==> src/rtl/gbs_pkg.sv <==
// gbs_pkg: shared constants, register indexes and box arithmetic helpers
// for the greedy box suppression block. No dependencies.
`default_nettype none
package gbs_pkg;

	localparam int MAX_ANCHORS_DEF = 4096;
	localparam int MAX_KEEP_DEF    = 64;

	localparam int SCORE_W  = 16;
	localparam int COORD_W  = 16;
	localparam int BOX_W    = 4 * COORD_W;
	localparam int SIZE_W   = 13;
	localparam int ANUM_W   = 12;
	localparam int CORNER_W = 17;
	localparam int CIDX_W   = 8;
	localparam int CDATA_W  = 16;

	localparam int MUL_A_W = 34;
	localparam int MUL_B_W = 16;
	localparam int MUL_P_W = MUL_A_W + MUL_B_W;

	localparam logic [12:0] Q12_ONE = 13'd4096;

	localparam logic [CIDX_W-1:0] REG_SCORE_THR   = 8'd0;
	localparam logic [CIDX_W-1:0] REG_OVERLAP_THR = 8'd1;
	localparam logic [CIDX_W-1:0] REG_IMAGE_ROWS  = 8'd2;
	localparam logic [CIDX_W-1:0] REG_IMAGE_COLS  = 8'd3;

	// width of a coordinate interval, zero when inverted
	function automatic logic [15:0] span16(input logic signed [15:0] lo,
			input logic signed [15:0] hi);
		logic signed [16:0] d;
		d = {hi[15], hi} - {lo[15], lo};
		return d[16] ? 16'd0 : d[15:0];
	endfunction

	// clamp a q3.12 coordinate to the unit interval
	function automatic logic [12:0] clamp_q12(input logic signed [15:0] c);
		logic [12:0] r;
		if (c[15]) begin
			r = 13'd0;
		end else if (c > $signed({3'b000, Q12_ONE})) begin
			r = Q12_ONE;
		end else begin
			r = c[12:0];
		end
		return r;
	endfunction

endpackage
`default_nettype wire

==> src/rtl/gbs_mul.sv <==
// gbs_mul: the shared registered multiplier used for areas, the overlap
// product and corner scaling. Depends on gbs_pkg.
`default_nettype none
module gbs_mul
	import gbs_pkg::*;
(
	input  wire logic               clk,
	input  wire logic [MUL_A_W-1:0] a,
	input  wire logic [MUL_B_W-1:0] b,
	output logic      [MUL_P_W-1:0] p_q
);

	always_ff @(posedge clk) begin
		p_q <= MUL_P_W'(a) * MUL_P_W'(b);
	end

endmodule
`default_nettype wire

==> config.mk <==
export PLATFORM = sky130hd
export DESIGN_NAME = gbs_mul
export DESIGN_NICKNAME = d
export VERILOG_FILES = /design/src/rtl/gbs_pkg.sv /design/src/rtl/gbs_mul.sv
export SDC_FILE = /design/constraint.sdc
export NUM_CORES = 1
export LEC_CHECK = 0
export BUFFER_PORTS_ARGS = -buffer_cell sky130_fd_sc_hd__buf_4
export CORE_MARGIN = 5
export CORE_UTILIZATION = 55
export CTS_BUF_LIST = sky130_fd_sc_hd__clkbuf_2 sky130_fd_sc_hd__clkbuf_4 sky130_fd_sc_hd__clkbuf_8
export DETAILED_ROUTE_END_ITERATION = 10
export HOLD_SLACK_MARGIN = 0.03
export PLACE_DENSITY = 0.77
export SLEW_MARGIN = 20
export SYNTH_ARGS = -nofsm -noshare
export SYNTH_HDL_FRONTEND = slang
export SYNTH_SLANG_ARGS = --single-unit
==> constraint.sdc <==
create_clock -name clk -period 7.3 [get_ports clk]
set_clock_uncertainty 0.15 [all_clocks]
set_input_delay 1.825 -clock clk [delete_from_list [all_inputs] [get_ports clk]]
set_output_delay 1.825 -clock clk [all_outputs]
set_load 0.02 [all_outputs]
==> results of run 1 <==
-- cells by family (layout without fill, tap and decap cells) --
logic type	Yosys count	in the layout	synth area share
AOI/OAI and AO/OA	157	157	0.06067
xor gates and xnor gates	44	44	0.02104
adders and majority gates	568	568	0.5709
buffers and inverters	559	789	0.1154
DFF	50	50	0.05466
and+or+nand+nor	669	669	0.1773
-- critical path, stage by stage --
cell and delay (ns):
buf_12 0.14, buf_6 0.15, nand2_1 0.08, fa_1 0.49, inv_1 0.05, fa_1 0.48, fa_1 0.59, fa_1 0.44
fa_1 0.55, inv_1 0.05, fa_1 0.56, inv_2 0.06, ha_4 0.22, buf_6 0.11, o21ai_2 0.11, o21ba_1 0.16
o31a_1 0.31, a2111oi_4 0.40, o211ai_2 0.18, a31oi_1 0.25, xnor2_1 0.13
-- cells in the mapped netlist, drive strengths merged (7+ instances only) --
cell,instances
fa,446
o21bai,9
o21ai,33
a21o,21
xor2,17
nand2,354
and2,234
ha,122
xnor2,27
nand4,10
a211oi,9
nand3,10
nor2,30
nor3,11
buf,7
clkbuf,90
inv,462
dfxtp,50
a21oi,48
-- cell type report --
class,instances,area share
Multi-Input combinational cell,1438,0.7132
Timing Repair Buffer,319,0.1318
Inverter,462,0.07937
Sequential cell,50,0.04581
Tap cell,442,0.02531
Clock buffer,5,0.003150
Clock inverter,3,0.001317
-- what timing repair did --
| action | in CTS | in global routing |
|---|---|---|
| cloned | 0 | 1 |
| buffers inserted | 7 | 6 |
| resized for setup | 80 | 109 |
| pin swaps | 32 | 54 |
| endpoints found under the setup margin | 14 | 24 |
-- per-layer routing --
| metal | global-route usage | wire length, microns | up-vias |
|---|---|---|---|
| met5 | 0 | 0 | - |
| met4 | 0.08530 | 1660 | 0 |
| met3 | 0.02894 | 2467 | 136 |
| met2 | 0.4919 | 25750 | 502 |
| met1 | 0.3229 | 18150 | 7336 |
| li1 | - | - | 6445 |
-- stage by stage --
stage	setup slack, ns	hold WS, ns	utilization	setup TNS [ns]	area (sq um)
after global placement	-0.3409	2.086	0.6390	-5.826	20900
after CTS	-0.01645	1.814	0.6527	-0.01645	21340
after global routing	-0.09410	1.815	0.6682	-0.3757	21850
after floorplan	-0.008760	1.797	-	-0.008760	18370
after detailed placement	-0.4605	2.087	0.6390	-8.669	20900
final	0.03810	1.829	0.6682	0	21850
-- worst max-delay path by stage --
stage / startpoint / endpoint / slack [ns] / cells past startpoint
floorplan: b[4] / p_q[47] / -0.009 / 20
finish: b[9] / p_q[49] / 0.04 / 21
detailed placement: b[2] / p_q[47] / -0.46 / 20
global route: a[5] / p_q[47] / -0.09 / 22
CTS: a[9] / p_q[47] / -0.02 / 20
global placement: b[3] / p_q[47] / -0.34 / 19
==> metrics.txt, run 1 <==
part of the Yosys area used for sequential elements 0.05466; vias post-DR 14420; DPL Wire Length 40.70 mm; drt via density 5.303; clock-pin slew of the registers on the worst-case setup and hold paths 0.10 ns; worst relative slew slack 0.6737; Max Cap Viol 0; final hold vios 0; vias in the first global route 16210; leftover overflow at the end of global routing 0; run status complete, no violations; post-synthesis cell type with the largest combined area fa_1; most area-consuming cells after synthesis fa_1, inv_1, ha_1; top-level I/O count 101; Ant. Diodes 0; area share of the leading cell type in the synthesized netlist 0.4876; cts-stage hold buffer count 0; WL/cell 17.67 microns; actual slew at the worst max-slew pin 0.4861 ns; top register by number of flip-flops p_q; number of buffers inserted during clock tree synthesis 5; fin nets 2895; core box area 32700 sq um; top flip-flop cell by instance count after synthesis dfxtp_1; die width 192.5 microns; async set-reset flop share out of synthesis 0; final worst path period share 0.9948; first-pass detailed-route iteration total 7; initial detailed-routing violation count 881; FF+latch area 1001 sq um; Hold Path Stages 3; number of flops mapped to enable cells by yosys 0; flip-flop and latch count after synthesis 50; sink count of the clock tree 50; largest registers in the final layout p_q: 50 flops; final WL 48.03 mm; global-route wire length before repair 78.72 mm; post-detailed-route DRC marker count 0; nature of the critical path startpoint input pin; hold path startpoint a[1]; path type of the worst min-delay path input pin to flip-flop; number of unique standard cell types used by synthesis 62; largest net degree at the start of global routing 35; synthesized netlist cell count 2047; worst path required time 7.41 ns; average cell area after synthesis 8.946 sq um; number of standard cells in the layout, taps in and fillers out 2719; fraction of layout cells with a size suffix above 1 0.1915; yosys synthesis warning count 0; Crit. End Element flip-flop; GRT Util Overall 0.2652; commonest non-fill, non-tap cell in the layout inv_1; hold path endpoint p_q[1]; unrepaired setup endpoints after global routing yes; Die Span Y 192.5 microns; top fanout value on the critical path 19; count of standard-cell rows 66; area of the mapped netlist 18310 sq um; master cell of the clock root buffer clkbuf_8; timing-limited maximum frequency 137.7 MHz; Synth-to-Final Area Change 19.32%; number of nets produced by synthesis 2666; H-Tree Depth 2; largest buffer count on any clock path 2; number of antenna violations at the first check in global routing 0; flip-flop count of the largest register, all copies and words added 50; die area 37040 sq um; number of setup violations in the final report 0; number of max-slew violations in the final report 0; area used by multi-input combinational logic 15580 sq um; top library cells by usage in the layout, fill and taps aside inv_1, fa_1, nand2_1, buf_4, and2_1; instance count after placement with tap cells included 2698; antenna viol nets, final 0; Fill cells 2532; TritonCTS clock tree done; initial standard-cell utilization of the core 0.5600; RD Place Congestion 0.9188; crit path time final 7.262 ns; data arrival time of the critical path 7.37 ns; Critical Setup Path Class input pin to flip-flop; input/output buffers 100
Power of run 1 is left out: the tool's default activity adds up to more than one toggle a clock period on the data nets, which glitch-free logic cannot reach.
==> inputs of run 2 (changes only) <==
--- a/config.mk
+++ b/config.mk
@@ -9,3 +9,3 @@
 export CORE_MARGIN = 5
-export CORE_UTILIZATION = 55
+export CORE_UTILIZATION = 35
 export CTS_BUF_LIST = sky130_fd_sc_hd__clkbuf_2 sky130_fd_sc_hd__clkbuf_4 sky130_fd_sc_hd__clkbuf_8
@@ -13,3 +13,3 @@
 export HOLD_SLACK_MARGIN = 0.03
-export PLACE_DENSITY = 0.77
+export PLACE_DENSITY = 0.53
 export SLEW_MARGIN = 20
==> constraint.sdc (replaced) <==
create_clock -name clk -period 7.3 [get_ports clk]
set_clock_uncertainty 0.15 [all_clocks]
set_input_delay 0.73 -clock clk [delete_from_list [all_inputs] [get_ports clk]]
set_output_delay 0.73 -clock clk [all_outputs]
set_load 0.02 [all_outputs]
==> run 2 against run 1 <==
Against the previous run:
- worst hold slack worse by 1.2 ns
- highest routed layer unchanged
- critical endpoint is now p_q[48]
- sequential share of layout area is 0.50 points higher
- non-clock buffer count is 211 lower
- critical path type unchanged
- core utilization is 29 points lower
- clock-buffer cell count is 1 higher
==> metrics.txt, run 2 (same netlist as run 1, synthesis figures left out) <==
global-route wire length before repair 84.87 mm; number of antenna violations at the first check in global routing 2; top fanout value on the critical path 34; actual slew at the worst max-slew pin 0.6208 ns; worst relative slew slack 0.5818; number of max-slew violations in the final report 0; input/output buffers 100; post-CTS sizing 0; total negative setup slack 0 ns; vias in the first global route 15340; Fill cells 5239; path type of the worst min-delay path input pin to flip-flop; count of standard-cell rows 83; commonest non-fill, non-tap cell in the layout inv_1; Worst Setup Slack post-DPL 0.2677 ns; run status complete, no violations; post-detailed-route DRC marker count 0; flip-flop count of the largest register, all copies and words added 50; die area 57000 sq um; Die Span Y 238.7 microns; Most common cell on crit path fa_1; nature of the critical path startpoint input pin; Critical Setup Path Class input pin to flip-flop; first-pass detailed-route iteration total 5; vias post-DR 13640; number of buffers inserted during clock tree synthesis 5; timing-limited maximum frequency 147.4 MHz; sink count of the clock tree 50; top library cells by usage in the layout, fill and taps aside inv_1, fa_1, nand2_1, and2_1, ha_1; Final WS setup 0.5165 ns; largest buffer count on any clock path 2; fraction of layout cells with a size suffix above 1 0.06970; worst path required time 7.42 ns; core box area 51610 sq um; die width 238.7 microns; unrepaired setup endpoints after global routing no; leftover overflow at the end of global routing 0; initial standard-cell utilization of the core 0.3548; Largest stage delay, worst path 0.60 ns; WL/cell 19.16 microns; DPL Wire Length 40.26 mm; RD Place Congestion 0.8397; TritonCTS clock tree done; initial detailed-routing violation count 570; largest registers in the final layout p_q: 50 flops; final hold vios 0; Synth-to-Final Area Change 7.639%; Crit. End Element flip-flop; antenna viol nets, final 0; ordered cell list for the critical path buf_4 -> nand2_1 -> fa_1 -> inv_1 -> fa_1 -> fa_1 -> fa_1 -> fa_1 -> inv_1 -> fa_1 -> inv_1 -> ha_1 -> a21oi_1 -> o21ai_0 -> a211oi_1 -> o211ai_1 -> a211oi_1 -> o21ai_1 -> a31oi_1 -> xnor2_1; cts-stage hold buffer count 0; clock-pin slew of the registers on the worst-case setup and hold paths 0.10 ns; GRT Util Overall 0.1889; fin nets 2684; crit path time final 6.784 ns; H-Tree Depth 2; top-level I/O count 101; Critical-path top delay cell fa_1; master cell of the clock root buffer clkbuf_8; drt via density 4.964; final WL 52.63 mm; final worst path period share 0.9293; postcts setup bufs 0; number of setup violations in the final report 0; Max Cap Viol 0; top register by number of flip-flops p_q; data arrival time of the critical path 6.90 ns; largest net degree at the start of global routing 35
-- run 2: path summary, 6_finish.rpt --
check / start / to / slack (ns) / cells after the start
setup / recovery: b[7] / p_q[48] / 0.52 / 20
hold / removal: a[0] / p_q[0] / 0.65 / 2
-- run 2: metrics by stage --
| stage | cells | hold slack [ns] | utilization | area (sq um) |
|---|---|---|---|---|
| finish | 2747 | 0.6532 | 0.3819 | 19710 |
| global route | 2746 | 0.6458 | 0.3819 | 19710 |
| CTS | 2746 | 0.6446 | 0.3819 | 19710 |
| detailed placement | 2738 | 0.9955 | 0.3797 | 19600 |
| global placement | 2738 | 0.9920 | 0.3797 | 19600 |
| floorplan | 2047 | 0.7017 | - | 18310 |
-- run 2: layout make-up --
type / instances / area (sq um) / area share
well taps: 680 / 850.8 / 0.04316
clock inverters: 2 / 37.54 / 0.001904
multi-input cells: 1438 / 15200 / 0.7710
clock buffers: 6 / 76.32 / 0.003872
inverters: 462 / 1734 / 0.08798
flip-flops and latches: 50 / 1001 / 0.05078
repair buffers: 108 / 810.8 / 0.04113
diodes: 1 / 2.502 / 0.0001270
-- run 2: worst max-delay path, delay by kind of cell --
family	cells	cell delay (ns)
and+or+nand+nor	1	0.15
adders and majority gates	7	3.45
AOI/OAI and AO/OA	7	1.84
xor gates and xnor gates	1	0.13
buffers and inverters	4	0.57
-- run 2: metal layers --
layer,part of all wire,global-route usage,up-vias
li1,-,-,6035
met1,0.40,0.2393,7170
met2,0.53,0.3498,349
met3,0.039,0.01615,81
met4,0.027,0.04383,0
met5,0,0,-
Power of run 2 is left out for the same reason.
==> inputs of run 3 (changes only) <==
- PLACE_DENSITY: 0.53 -> 0.52
- clock period: 7.3 -> 6.91 ns (I/O delays scaled with it)
==> run 3 against run 2 <==
Against the previous run:
- design area is 0.83% higher
- die area stayed put
- worst setup slack worse by 0.18 ns
- first-iteration DRC count is 12% higher
- cell count is 0.87% higher
- clock-buffer cell count is 1 lower
- flip-flop and latch count stayed put
- critical path type unchanged
- critical endpoint is now p_q[45]
==> metrics.txt, run 3 (same netlist as run 1, synthesis figures left out) <==
Fill cells 5294; total negative setup slack 0 ns; initial detailed-routing violation count 638; number of setup violations in the final report 0; path type of the worst min-delay path input pin to flip-flop; hold path endpoint p_q[0]; top library cells by usage in the layout, fill and taps aside inv_1, fa_1, nand2_1, and2_1, buf_4; ordered cell list for the critical path buf_4 -> nand2_1 -> fa_1 -> inv_1 -> fa_1 -> fa_1 -> fa_1 -> fa_1 -> inv_1 -> fa_1 -> inv_1 -> ha_1 -> nand2_1 -> o21ai_0 -> nand2_1 -> a221oi_2 -> a2111oi_4 -> o211ai_2 -> a41oi_2 -> xnor2_1; leftover overflow at the end of global routing 0; Max Cap Viol 0; worst path required time 7.00 ns; placed cell area 19780 sq um; data arrival time of the critical path 6.66 ns; hold path startpoint a[0]; vias in the first global route 15550; antenna viol nets, final 0; H-Tree Depth 2; count of standard-cell rows 83; Ant. Diodes 0; crit path time final 6.570 ns; global-route wire length before repair 84.72 mm; clock-pin slew of the registers on the worst-case setup and hold paths 0.11 ns; top fanout value on the critical path 29; Hold Path Stages 2; WL/cell 18.91 microns; post-detailed-route DRC marker count 0; Largest stage delay, worst path 0.61 ns; final hold vios 0; sink count of the clock tree 50; input/output buffers 100; postcts setup bufs 0; RD Place Congestion 0.8434; utilization after layout 0.3851; number of antenna violations at the first check in global routing 1; GRT Util Overall 0.1875; final WL 52.40 mm; top-level I/O count 101; unrepaired setup endpoints after global routing no; commonest non-fill, non-tap cell in the layout inv_1; largest net degree at the start of global routing 35; Synth-to-Final Area Change 8.527%; nature of the critical path startpoint input pin; Die Span Y 238.7 microns; actual slew at the worst max-slew pin 0.5078 ns; die width 238.7 microns; vias post-DR 13490; die area 57000 sq um; Critical-path top delay cell fa_1; post-CTS sizing 0; fin nets 2709; DPL Wire Length 41.53 mm; timing-limited maximum frequency 152.2 MHz; initial standard-cell utilization of the core 0.3548; first-pass detailed-route iteration total 5; top register by number of flip-flops p_q; run status complete, no violations; largest buffer count on any clock path 2; number of max-slew violations in the final report 0; master cell of the clock root buffer clkbuf_8; flip-flop count of the largest register, all copies and words added 50; largest registers in the final layout p_q: 50 flops; Crit. End Element flip-flop; number of buffers inserted during clock tree synthesis 5; final cell area excluding filler cells 19870 sq um; final worst path period share 0.9507; drt via density 4.868; TritonCTS clock tree done; core box area 51610 sq um; Critical Setup Path Class input pin to flip-flop; worst relative slew slack 0.6579; cts-stage hold buffer count 0; fraction of layout cells with a size suffix above 1 0.08082; Most common cell on crit path fa_1
==> run 3: cell count changes in the layout (fill, tap and decap cells not counted), sizes merged <==
cell / previous run / this run
buf: 108 / 133
inv: 462 / 464
clkinv: 0 / 1
clkinvlp: 1 / 0
diode: 1 / 0
bufinv: 1 / 0
clkbuf: 6 / 5
==> run 3: critical path, delay by kind of cell <==
kind	cells	cell delay (ns)
compound gates	5	1.33
xor+xnor	1	0.15
fa+ha+maj	7	3.53
buf+inv	4	0.55
simple gates	3	0.38
==> run 3: metrics by stage <==
step                setup WS, ns  cells  hold WS (ns)
finish                    0.3404   2771        0.5962
global placement         0.09294   2763        0.9391
global route             0.06607   2771        0.5907
floorplan                 0.5194   2047        0.6627
CTS                       0.3808   2771        0.5799
detailed placement       0.02743   2763        0.9457
==> run 3: worst max path at each step <==
stage,start,endpoint,slack [ns],depth (start not counted)
2_1_floorplan,b[9],p_q[47],0.52,22
4_1_cts,b[7],p_q[45],0.38,20
3_3_place_gp,b[7],p_q[45],0.09,20
6_report,b[7],p_q[45],0.34,20
3_5_place_dp,b[7],p_q[45],0.03,20
5_1_grt,b[7],p_q[49],0.07,20
==> run 3: per-layer routing <==
metal  part of all wire  wire length [microns]  global-route usage
met1               0.40                  20770              0.2318
met2               0.54                  28400              0.3550
met3              0.040                   2108             0.01869
met4              0.021                   1105             0.03774
met5            0.00025                     13                   0
==> run 3: final cells by class <==
class | count | area [sq um] | area share
Inverter | 462 | 1734 | 0.08726
Clock inverter | 3 | 22.52 | 0.001133
Clock buffer | 5 | 68.82 | 0.003463
Sequential cell | 50 | 1001 | 0.05037
Tap cell | 680 | 850.8 | 0.04281
Timing Repair Buffer | 133 | 998.5 | 0.05024
Multi-Input combinational cell | 1438 | 15200 | 0.7647
Power of run 3 is left out for the same reason.
